[src/hdl/bsap_pkg.sv]
// Shared types and constants for the sensor advertisement parser.
// No dependencies; bsap_front, bsap_queue, bsap_back and the top level import it.
package bsap_pkg;

  // Configuration register indexes
  localparam int unsigned CFG_IDX_W = 2;
  localparam logic [CFG_IDX_W-1:0] CFG_MATCH_ADDR = 2'd0;
  localparam logic [CFG_IDX_W-1:0] CFG_FILTER_EN  = 2'd1;

  localparam logic [47:0] MATCH_ADDR_RST = 48'hA4C1_38A0_0D98;
  localparam logic        FILTER_EN_RST  = 1'b1;

  // AD structure and object codes
  localparam logic [7:0]  AD_SERVICE_DATA = 8'h16;
  localparam logic [15:0] UUID_BTHOME     = 16'hFCD2;
  localparam logic [7:0]  OBJ_PACKET_ID   = 8'h00;
  localparam logic [7:0]  OBJ_BATTERY     = 8'h01;
  localparam logic [7:0]  OBJ_TEMP        = 8'h02;
  localparam logic [7:0]  OBJ_HUMID       = 8'h03;
  localparam logic [7:0]  SVC_MIN_PAYLOAD = 8'd3;

  typedef enum logic [2:0] {
    WALK_LEN,
    WALK_TYPE,
    WALK_SKIP,
    WALK_SVC,
    WALK_DONE
  } walk_phase_t;

  typedef enum logic [2:0] {
    OBJ_ID,
    OBJ_PID,
    OBJ_BAT,
    OBJ_TLO,
    OBJ_THI,
    OBJ_HLO,
    OBJ_HHI
  } obj_phase_t;

  // One decoded reading, as moved through the result queue
  typedef struct packed {
    logic signed [15:0] temperature_centi;
    logic               temperature_ok;
    logic [15:0]        humidity_centi;
    logic               humidity_ok;
    logic [7:0]         battery_level;
    logic               battery_ok;
    logic               encrypted_flag;
    logic [47:0]        source_address;
    logic [31:0]        seen_time_ms;
  } result_t;

  typedef struct packed {
    logic full;
    logic empty;
  } q_status_t;

endpackage

[src/hdl/bsap_front.sv]
// Byte-level parse engine: address filter, AD field walk, object decode.
// Depends on bsap_pkg; pushes finished readings into bsap_queue.
module bsap_front (
  input  logic             clk,
  input  logic             rst_n,
  input  logic             byte_fire,
  input  logic [7:0]       adv_byte,
  input  logic             first_byte,
  input  logic             last_byte,
  input  logic [47:0]      sender_address,
  input  logic [31:0]      time_ms,
  input  logic [47:0]      cfg_target,
  input  logic             cfg_filter,
  output logic             push,
  output bsap_pkg::result_t push_data
);
  import bsap_pkg::*;

  walk_phase_t        walk_r, walk_nxt, walk_eff;
  obj_phase_t         obj_r, obj_nxt;
  logic               acc_r, acc_nxt;
  logic [7:0]         rem_r, rem_nxt, rem_dec;
  logic [1:0]         pos_r, pos_nxt;
  logic [7:0]         uuid_lo_r, uuid_lo_nxt;
  logic [7:0]         obj_lo_r, obj_lo_nxt;
  logic               halt_r, halt_nxt;
  logic signed [15:0] temp_r, temp_nxt;
  logic [15:0]        hum_r, hum_nxt;
  logic [7:0]         bat_r, bat_nxt;
  logic               tok_r, tok_nxt;
  logic               hok_r, hok_nxt;
  logic               bok_r, bok_nxt;
  logic               enc_r, enc_nxt;
  logic [47:0]        addr_r, addr_nxt;

  always_comb begin
    walk_nxt    = walk_r;
    obj_nxt     = obj_r;
    acc_nxt     = acc_r;
    rem_nxt     = rem_r;
    pos_nxt     = pos_r;
    uuid_lo_nxt = uuid_lo_r;
    obj_lo_nxt  = obj_lo_r;
    halt_nxt    = halt_r;
    temp_nxt    = temp_r;
    hum_nxt     = hum_r;
    bat_nxt     = bat_r;
    tok_nxt     = tok_r;
    hok_nxt     = hok_r;
    bok_nxt     = bok_r;
    enc_nxt     = enc_r;
    addr_nxt    = addr_r;
    walk_eff    = walk_r;
    push        = 1'b0;
    rem_dec     = rem_r - 8'd1;

    if (byte_fire) begin
      if (first_byte) begin
        addr_nxt = sender_address;
        acc_nxt  = !cfg_filter || (sender_address == cfg_target);
        walk_eff = WALK_LEN;
      end
      if (!acc_nxt) begin
        walk_nxt = WALK_DONE;
      end else begin
        unique case (walk_eff)
          WALK_LEN: begin
            if (adv_byte == 8'd0) begin
              walk_nxt = WALK_DONE;
            end else begin
              rem_nxt  = adv_byte;
              walk_nxt = WALK_TYPE;
            end
          end
          WALK_TYPE: begin
            rem_nxt = rem_dec;
            if (adv_byte == AD_SERVICE_DATA && rem_dec >= SVC_MIN_PAYLOAD) begin
              walk_nxt = WALK_SVC;
              pos_nxt  = 2'd0;
              obj_nxt  = OBJ_ID;
              halt_nxt = 1'b0;
              temp_nxt = '0;
              hum_nxt  = '0;
              bat_nxt  = '0;
              tok_nxt  = 1'b0;
              hok_nxt  = 1'b0;
              bok_nxt  = 1'b0;
              enc_nxt  = 1'b0;
            end else if (rem_dec == 8'd0) begin
              walk_nxt = WALK_LEN;
            end else begin
              walk_nxt = WALK_SKIP;
            end
          end
          WALK_SKIP: begin
            rem_nxt = rem_dec;
            if (rem_dec == 8'd0) walk_nxt = WALK_LEN;
          end
          WALK_SVC: begin
            rem_nxt = rem_dec;
            unique case (pos_r)
              2'd0: uuid_lo_nxt = adv_byte;
              2'd1: if ({adv_byte, uuid_lo_r} != UUID_BTHOME) halt_nxt = 1'b1;
              2'd2: if (!halt_r && adv_byte[0]) enc_nxt = 1'b1;
              default: begin
                if (!halt_r) begin
                  unique case (obj_r)
                    OBJ_ID: begin
                      priority if (adv_byte == OBJ_PACKET_ID) obj_nxt = OBJ_PID;
                      else if (adv_byte == OBJ_BATTERY)       obj_nxt = OBJ_BAT;
                      else if (adv_byte == OBJ_TEMP)          obj_nxt = OBJ_TLO;
                      else if (adv_byte == OBJ_HUMID)         obj_nxt = OBJ_HLO;
                      else                                    halt_nxt = 1'b1;
                    end
                    OBJ_PID: obj_nxt = OBJ_ID;
                    OBJ_BAT: begin
                      bat_nxt = adv_byte;
                      bok_nxt = 1'b1;
                      obj_nxt = OBJ_ID;
                    end
                    OBJ_TLO: begin
                      obj_lo_nxt = adv_byte;
                      obj_nxt    = OBJ_THI;
                    end
                    OBJ_THI: begin
                      temp_nxt = {adv_byte, obj_lo_r};
                      tok_nxt  = 1'b1;
                      obj_nxt  = OBJ_ID;
                    end
                    OBJ_HLO: begin
                      obj_lo_nxt = adv_byte;
                      obj_nxt    = OBJ_HHI;
                    end
                    OBJ_HHI: begin
                      hum_nxt = {adv_byte, obj_lo_r};
                      hok_nxt = 1'b1;
                      obj_nxt = OBJ_ID;
                    end
                    default: halt_nxt = 1'b1;
                  endcase
                end
              end
            endcase
            if (pos_r != 2'd3) pos_nxt = pos_r + 2'd1;
            if (rem_dec == 8'd0) begin
              walk_nxt = WALK_LEN;
              push     = tok_nxt || hok_nxt || bok_nxt;
            end
          end
          default: ;
        endcase
        if (last_byte) walk_nxt = WALK_DONE;
      end
    end

    push_data.temperature_centi = temp_nxt;
    push_data.temperature_ok    = tok_nxt;
    push_data.humidity_centi    = hum_nxt;
    push_data.humidity_ok       = hok_nxt;
    push_data.battery_level     = bat_nxt;
    push_data.battery_ok        = bok_nxt;
    push_data.encrypted_flag    = enc_nxt;
    push_data.source_address    = addr_nxt;
    push_data.seen_time_ms      = time_ms;
  end

  always_ff @(posedge clk) begin
    if (!rst_n) begin
      walk_r <= WALK_LEN;
      obj_r  <= OBJ_ID;
      acc_r  <= 1'b0;
      rem_r  <= '0;
      pos_r  <= '0;
      halt_r <= 1'b0;
      tok_r  <= 1'b0;
      hok_r  <= 1'b0;
      bok_r  <= 1'b0;
      enc_r  <= 1'b0;
    end else begin
      walk_r <= walk_nxt;
      obj_r  <= obj_nxt;
      acc_r  <= acc_nxt;
      rem_r  <= rem_nxt;
      pos_r  <= pos_nxt;
      halt_r <= halt_nxt;
      tok_r  <= tok_nxt;
      hok_r  <= hok_nxt;
      bok_r  <= bok_nxt;
      enc_r  <= enc_nxt;
    end
  end

  // payload registers, no reset needed
  always_ff @(posedge clk) begin
    uuid_lo_r <= uuid_lo_nxt;
    obj_lo_r  <= obj_lo_nxt;
    temp_r    <= temp_nxt;
    hum_r     <= hum_nxt;
    bat_r     <= bat_nxt;
    addr_r    <= addr_nxt;
  end

endmodule

[src/hdl/bsap_queue.sv]
// Small FIFO of finished readings between parse engine and output stage.
// Depends on bsap_pkg for result_t and q_status_t.
module bsap_queue #(
  parameter int unsigned DEPTH = 4
) (
  input  logic                clk,
  input  logic                rst_n,
  input  logic                push,
  input  bsap_pkg::result_t   push_data,
  input  logic                pop,
  output bsap_pkg::result_t   head,
  output bsap_pkg::q_status_t status
);
  import bsap_pkg::*;

  localparam int unsigned PTR_W = (DEPTH > 1) ? $clog2(DEPTH) : 1;
  localparam int unsigned CNT_W = $clog2(DEPTH + 1);

  result_t            mem [DEPTH];
  logic [PTR_W-1:0]   wr_ptr_r, wr_ptr_nxt;
  logic [PTR_W-1:0]   rd_ptr_r, rd_ptr_nxt;
  logic [CNT_W-1:0]   count_r, count_nxt;
  logic               do_push, do_pop;

  assign status.full  = (count_r == CNT_W'(DEPTH));
  assign status.empty = (count_r == '0);
  assign do_push      = push && !status.full;
  assign do_pop       = pop && !status.empty;
  assign head         = mem[rd_ptr_r];

  always_comb begin
    wr_ptr_nxt = wr_ptr_r;
    rd_ptr_nxt = rd_ptr_r;
    count_nxt  = count_r;
    if (do_push) begin
      wr_ptr_nxt = (wr_ptr_r == PTR_W'(DEPTH - 1)) ? '0 : wr_ptr_r + 1'b1;
    end
    if (do_pop) begin
      rd_ptr_nxt = (rd_ptr_r == PTR_W'(DEPTH - 1)) ? '0 : rd_ptr_r + 1'b1;
    end
    if (do_push && !do_pop) count_nxt = count_r + 1'b1;
    else if (do_pop && !do_push) count_nxt = count_r - 1'b1;
  end

  always_ff @(posedge clk) begin
    if (!rst_n) begin
      wr_ptr_r <= '0;
      rd_ptr_r <= '0;
      count_r  <= '0;
    end else begin
      wr_ptr_r <= wr_ptr_nxt;
      rd_ptr_r <= rd_ptr_nxt;
      count_r  <= count_nxt;
    end
  end

  always_ff @(posedge clk) begin
    if (do_push) mem[wr_ptr_r] <= push_data;
  end

endmodule

[src/hdl/bsap_back.sv]
// Output register stage: pulls readings from the queue, holds them under stall.
// Depends on bsap_pkg.
module bsap_back (
  input  logic                clk,
  input  logic                rst_n,
  input  bsap_pkg::q_status_t status,
  input  bsap_pkg::result_t   head,
  output logic                pop,
  input  logic                out_stall,
  output logic                out_valid,
  output bsap_pkg::result_t   out_data
);
  import bsap_pkg::*;

  logic    valid_r, valid_nxt;
  result_t data_r;
  logic    load;

  assign load      = !valid_r || !out_stall;
  assign pop       = load && !status.empty;
  assign valid_nxt = load ? !status.empty : valid_r;
  assign out_valid = valid_r;
  assign out_data  = data_r;

  always_ff @(posedge clk) begin
    if (!rst_n) valid_r <= 1'b0;
    else        valid_r <= valid_nxt;
  end

  always_ff @(posedge clk) begin
    if (pop) data_r <= head;
  end

endmodule

[src/hdl/ble_sensor_advert_parser.sv]
// Top level of the sensor advertisement parser: config registers and wiring
// of bsap_front, bsap_queue and bsap_back. Depends on bsap_pkg.
//
// Usage
//   Input channel (in_*): one advertisement byte per word, with first/last
//   markers, sender address (sampled on the first byte) and a ms timestamp.
//   A word moves when in_valid is high and in_stall is low.
//   Output channel (out_*): one decoded sensor reading per word, moved when
//   out_valid is high and out_stall is low. Value fields read 0 when their
//   _ok bit is 0.
//   Config channel (cfg_*): cfg_ready is always high; index 0 is the 48-bit
//   target address, index 1 the filter enable. Other indexes are ignored.
//   Writes take effect from the next advertisement start.
// Throughput: one byte per cycle while in_stall is low. Each byte steps the parse
//   engine once; the result queue absorbs output back-pressure.
// Result path: a reading is written into the queue on the edge that accepts the
//   byte closing its service-data field, then loaded into the output register when free.
// Stall: in_stall rises only when the result queue is full, which needs
//   QUEUE_DEPTH readings waiting behind a stalled output register.
// Reset: synchronous, active low. Parser idles until a first_byte word,
//   queue and output register empty, config registers return to defaults.
module ble_sensor_advert_parser #(
  parameter int unsigned QUEUE_DEPTH = 4
) (
  input  logic                          clk,
  input  logic                          rst_n,
  // input byte channel
  input  logic                          in_valid,
  output logic                          in_stall,
  input  logic [7:0]                    in_adv_byte,
  input  logic                          in_first_byte,
  input  logic                          in_last_byte,
  input  logic [47:0]                   in_sender_address,
  input  logic [31:0]                   in_time_ms,
  // reading channel
  output logic                          out_valid,
  input  logic                          out_stall,
  output logic signed [15:0]            out_temperature_centi,
  output logic                          out_temperature_ok,
  output logic [15:0]                   out_humidity_centi,
  output logic                          out_humidity_ok,
  output logic [7:0]                    out_battery_level,
  output logic                          out_battery_ok,
  output logic                          out_encrypted_flag,
  output logic [47:0]                   out_source_address,
  output logic [31:0]                   out_seen_time_ms,
  // config write channel
  input  logic                          cfg_valid,
  output logic                          cfg_ready,
  input  logic [bsap_pkg::CFG_IDX_W-1:0] cfg_index,
  input  logic [47:0]                   cfg_data
);
  import bsap_pkg::*;

  logic [47:0] target_r;
  logic        filter_r;
  logic        byte_fire;
  logic        push;
  logic        pop;
  result_t     push_data;
  result_t     head;
  result_t     out_data;
  q_status_t   q_status;

  // config: always ready, writes are registered
  assign cfg_ready = 1'b1;

  always_ff @(posedge clk) begin
    if (!rst_n) begin
      target_r <= MATCH_ADDR_RST;
      filter_r <= FILTER_EN_RST;
    end else if (cfg_valid && cfg_ready) begin
      if (cfg_index == CFG_MATCH_ADDR) target_r <= cfg_data;
      if (cfg_index == CFG_FILTER_EN)  filter_r <= cfg_data[0];
    end
  end

  // any byte may finish a reading, so hold off input only when the queue
  // has no free slot
  assign in_stall  = q_status.full;
  assign byte_fire = in_valid && !in_stall;

  bsap_front u_front (
    .clk            (clk),
    .rst_n          (rst_n),
    .byte_fire      (byte_fire),
    .adv_byte       (in_adv_byte),
    .first_byte     (in_first_byte),
    .last_byte      (in_last_byte),
    .sender_address (in_sender_address),
    .time_ms        (in_time_ms),
    .cfg_target     (target_r),
    .cfg_filter     (filter_r),
    .push           (push),
    .push_data      (push_data)
  );

  bsap_queue #(
    .DEPTH (QUEUE_DEPTH)
  ) u_queue (
    .clk       (clk),
    .rst_n     (rst_n),
    .push      (push),
    .push_data (push_data),
    .pop       (pop),
    .head      (head),
    .status    (q_status)
  );

  bsap_back u_back (
    .clk       (clk),
    .rst_n     (rst_n),
    .status    (q_status),
    .head      (head),
    .pop       (pop),
    .out_stall (out_stall),
    .out_valid (out_valid),
    .out_data  (out_data)
  );

  assign out_temperature_centi = out_data.temperature_centi;
  assign out_temperature_ok    = out_data.temperature_ok;
  assign out_humidity_centi    = out_data.humidity_centi;
  assign out_humidity_ok       = out_data.humidity_ok;
  assign out_battery_level     = out_data.battery_level;
  assign out_battery_ok        = out_data.battery_ok;
  assign out_encrypted_flag    = out_data.encrypted_flag;
  assign out_source_address    = out_data.source_address;
  assign out_seen_time_ms      = out_data.seen_time_ms;

endmodule

[config.mk]
export PLATFORM = sky130hd
export DESIGN_NAME = ble_sensor_advert_parser
export DESIGN_NICKNAME = d
export VERILOG_FILES = /design/src/hdl/bsap_pkg.sv /design/src/hdl/bsap_front.sv /design/src/hdl/bsap_queue.sv /design/src/hdl/bsap_back.sv /design/src/hdl/ble_sensor_advert_parser.sv
export SDC_FILE = /design/constraint.sdc
export NUM_CORES = 1
export LEC_CHECK = 0
export BUFFER_PORTS_ARGS = -buffer_cell sky130_fd_sc_hd__buf_2
export CAP_MARGIN = 0
export CORE_MARGIN = 2
export CORE_UTILIZATION = 46
export CTS_CLUSTER_DIAMETER = 50
export DETAILED_ROUTE_END_ITERATION = 12
export PLACE_DENSITY = 0.77
export SLEW_MARGIN = 20
export SYNTH_ARGS = -nofsm -noshare
export SYNTH_HDL_FRONTEND = slang
export SYNTH_SLANG_ARGS = --single-unit
[constraint.sdc]
create_clock -name clk -period 5.6 [get_ports clk]
set_input_delay 0.56 -clock clk [delete_from_list [all_inputs] [get_ports clk]]
set_output_delay 0.56 -clock clk [all_outputs]
set_load 0.005 [all_outputs]
==> results.txt <==
----------------------------------------------------
[STA]
  Pins Over Slew Limit ... 0
  Worst slew margin relative to its limit ... between 30% and 40%
  Fmax achieved ... roughly 0.24 GHz
  Number of setup violations in the final report ... 0
  Hold Worst Slack ... between 100 and 150 ps
  Count of final hold-check violations ... 0
  Final worst clock skew ... 31.63 ps
  Part of the cycle the worst path needs ... approximately 74%
  Setup Total Neg Slack ... 0 ps
  Pin slew with the least headroom to its limit ... 1019 ps
  Setup repair after global routing missed its margin ... no
  Worst Slack Setup Final ... between 1000 and 1500 ps
  Final critical delay including setup and external delays ... approximately 4200 ps

[Pwr]
  Power, Total ... around 15 mW
  Sequential cell fraction of total power ... 49.8%
  PD cells ... ~440 mW/mm²
  Leak pwr ... 11.16 nW
  Proportion of total power due to net switching ... ~25%
  Switching power ... ~3.8 mW
  IR drop worst, VDD ... roughly 0.00028 V
  Internal power ... about 11 mW
  Clock network power share ... around 37%
  Comb power frac ... 13.4%

[Synthesis]
  Number of instances in the synthesized netlist ... around 1,500
  Synth top area cells ... sky130_fd_sc_hd__edfxtp_1 (66%), sky130_fd_sc_hd__dfxtp_1 (11%), sky130_fd_sc_hd__mux4_2 (9.6%), sky130_fd_sc_hd__mux2_2 (1.9%), sky130_fd_sc_hd__nand2_1 (1.6%)
  Synthesis Warnings ... 0
  Number of storage elements in the synthesis netlist ... 803
  Post-synthesis cell type with the largest combined area ... sky130_fd_sc_hd__edfxtp_1
  Synth Area in Simple Gates ... 4.373%
  Largest family of logic cells by synthesized area ... multiplexers
  Most common cell in the netlist ... sky130_fd_sc_hd__edfxtp_1
  Nets in the synthesized netlist ... about 1,700
  Number of distinct library cells after synthesis ... between 70 and 80
  Mux contribution to synthesized area ... between 10% and 20%
  Area share of fa/ha/maj cells after synthesis ... 0.6695%
  Total standard cell area after synthesis ... approximately 0.029 mm²
  Share of the synthesized area in compound gates (AO/OA/AOI/OAI) ... between 3 and 4%
  Number of enable-type register cells in the synthesized netlist ... about 640
  Post-synthesis share of cell area spent on xor and xnor gates ... ~1.6%
  Seq/Total Area, Yosys ... just under 80%
  Dominant register cell in the synthesized netlist ... sky130_fd_sc_hd__edfxtp_1
  Post-Syn Area per Cell ... roughly 19 µm²
  Share of Yosys cell area claimed by the top area cell type ... between 60% and 70%
  Share of async-settable or async-resettable flops after synthesis ... 0%
  Top cells by count, synth ... sky130_fd_sc_hd__edfxtp_1 (636), sky130_fd_sc_hd__dfxtp_1 (167), sky130_fd_sc_hd__mux4_2 (124), sky130_fd_sc_hd__nand2_1 (124), sky130_fd_sc_hd__a21oi_1 (53)

[Routing]
  DR WL/cell ... around 24 µm
  Detailed-router iteration count before antenna repair ... 7
  Final WL ... 65.33 mm
  Average via count per standard cell ... 5.588
  Number of nets still failing antenna checks after routing ... 0
  First-iteration detailed-routing DRC count ... ~1,600
  Remaining routing DRC violations ... 0
  Vias post-DR ... around 15,000

[Clock network]
  Number of sinks on the clock net ... approximately 800
  Number of buffers created by CTS ... 84
  Hold buffers post-CTS ... 0
  Setup repair bufs after CTS ... 0
  Max Root-Sink Buffers ... 3
  Post-cts repair resize count ... 0
  Clock H-tree levels ... 3
  CTS tree ... built
  Clock latency on the worst-skew pair ... roughly 630 ps
  Root buf cell ... sky130_fd_sc_hd__clkbuf_16
  Clock input transition at the sequential cells of the worst setup and hold paths ... 60 ps

[Critical path]
  Worst Reg2Reg Path Length in Cells ... 12
  Maximum cell stage delay along the critical path ... around 680 ps
  Largest fanout on the critical path ... 8
  Req. time, crit path ... between 6000 and 7000 ps
  Critical Path Slowest Stage Cell ... sky130_fd_sc_hd__nor4_1
  Chain of cells forming the critical path ... xor2_1, nor4_1, nand3_1, nor4_2, o21a_2, and3_1, ha_1, inv_1, fa_1, xor2_1, or3_1, a21oi_1
  Setup crit start kind ... flip-flop
  Capturing point of the worst reg2reg path ... u_queue.count_r[2]
  Reg-to-reg startpoint ... target_r[18]
  Crit path top cell by count ... sky130_fd_sc_hd__xor2_1
  Setup CP Type ... flip-flop to flip-flop
  FF-to-FF setup slack ... 1430 ps
  Endpoint arrival time on the critical path ... ~4700 ps
  Setup crit end kind ... flip-flop

[Worst hold path]
  Worst-case hold path end point ... target_r[8]
  Min-delay src ... cfg_data[8]
  Tightest Hold Check Type ... input pin to flip-flop
  Cells on Worst Hold Path ... 3

[Global routing]
  Number of global-route vias before repair ... around 16,000
  GRT Overall Usage ... about a fifth
  Number of antenna violations at the first check in global routing ... 5
  Residual overflow from global routing ... 0
  Global-route wire length before repair ... between 90 and 100 mm
  Maximum number of pins on one net before global-route repair ... 93

[Die]
  Std cell rows ... 92
  Area of the placeable core ... roughly 0.063 mm²
  Number of I/O pins ... between 200 and 300
  Die Ht ... approximately 260 µm
  Starting utilization of the core area ... 46.38%
  Width of the die ... about 260 µm
  Floorplan die area ... around 0.065 mm²

[Layout]
  Final-stage net count ... around 2,000
  Area delta synth->final ... 17.98%
  Fraction of layout instances using a drive strength above 1 ... 32.79%
  Area of all placed cells without fillers ... about 0.034 mm²

[Run]
  Max capacitance violation total ... 0

[Place]
  Number of buffer cells added on primary ports ... 270
  Area post-placement ... around 0.032 mm²
  Routability Congestion ... approximately 0.83
  Placed wire-length estimate ... between 40 and 50 mm
  Setup Slack @ Placement ... 1184 ps

[Outcome]
  Outcome ... completed

----------------------------------------------------
==> sequential cells by signal (all words and copies together), names as in the netlist, 2 cells and up <==
signal and count:
target_r 48, u_back.out_data 124, u_front.addr_r 48, u_front.bat_r 8, u_front.hum_r 16, u_front.obj_lo_r 8, u_front.obj_r 3, u_front.pos_r 2
u_front.rem_r 8, u_front.temp_r 16, u_front.uuid_lo_r 8, u_front.walk_r 3, u_queue.count_r 3, u_queue.mem 496, u_queue.rd_ptr_r 2, u_queue.wr_ptr_r 2
==> cell families after synthesis <==
group,count (synthesis)
XOR/XNOR,54
other,1
AO/OA/AOI/OAI,155
multiplexers,173
flip-flops,803
buffers and inverters,81
adder cells (fa/ha/maj),15
AND/OR/NAND/NOR,256
==> layout make-up <==
class                   count  area [µm²]
clock inverters            53       538.0
diodes                      1       2.502
well taps                 846        1059
repair buffers            293        1624
fillers                  4821       28450
clock buffers             103        2275
flip-flops and latches    803       22450
inverters                  12       50.05
multi-input cells         654        6399
==> layout by cell type, fill, tap and decap left out, drive strengths merged, types with 5 or more instances in the layout <==
master,count
bufinv,5
inv,26
clkbuf,103
a22o,43
mux2,48
nor2,26
edfxtp,636
buf,293
nor3b,7
o21ai,22
clkinv,28
a21oi,53
a21o,5
dfxtp,167
and2,10
ha,14
nor4,16
nand3,29
nand2b,5
nor3,9
clkinvlp,6
mux4,124
xor2,50
o22ai,5
nand2,124
nand4,9
==> routing by layer <==
layer,share of wire [%],global-route usage (%)
met5,0.061,0
met1,43,28.06
met3,6.6,3.456
met2,48,31.11
met4,3.0,7.034
==> stage by stage <==
stage | util, % | cells
2_1_floorplan | - | 1538
3_3_place_gp | 50.21 | 2607
5_1_grt | 54.73 | 2765
6_report | 54.73 | 2765
4_1_cts | 54.69 | 2763
3_5_place_dp | 50.21 | 2607
==> worst max-delay path by stage <==
stage                     cells after the start                  start  slack, ps                  to
after CTS                                    12           target_r[18]       1490  u_queue.count_r[2]
after global placement                       13  in_sender_address[18]       1300  u_queue.count_r[2]
final                                        12           target_r[18]       1430  u_queue.count_r[2]
after global routing                         12           target_r[18]       1280  u_queue.count_r[2]
after floorplan                               7  in_sender_address[24]        240   u_queue.mem[0][0]
after detailed placement                     13  in_sender_address[18]       1180  u_queue.count_r[2]
==> power by group through the flow <==
stage | Sequential (mW) | Combinational (mW) | Clock (mW)
after floorplan | 7.54 | 1.19 | 0
after global placement | 7.64 | 1.98 | 0
after detailed placement | 7.64 | 2.04 | 0
after CTS | 7.52 | 2.05 | 5.65
after global routing | 7.57 | 2.17 | 5.88
final | 7.52 | 2.02 | 5.55
==> critical path, delay by kind of cell, from the launching register on <==
family / cells / cell delay [ps]
adders and majority gates: 2 / 660
buffers and inverters: 1 / 70
and+or+nand+nor: 5 / 2150
AOI/OAI and AO/OA: 2 / 520
xor gates and xnor gates: 2 / 340
DFF: 1 / 320
Power figures use the tool's default switching activity.
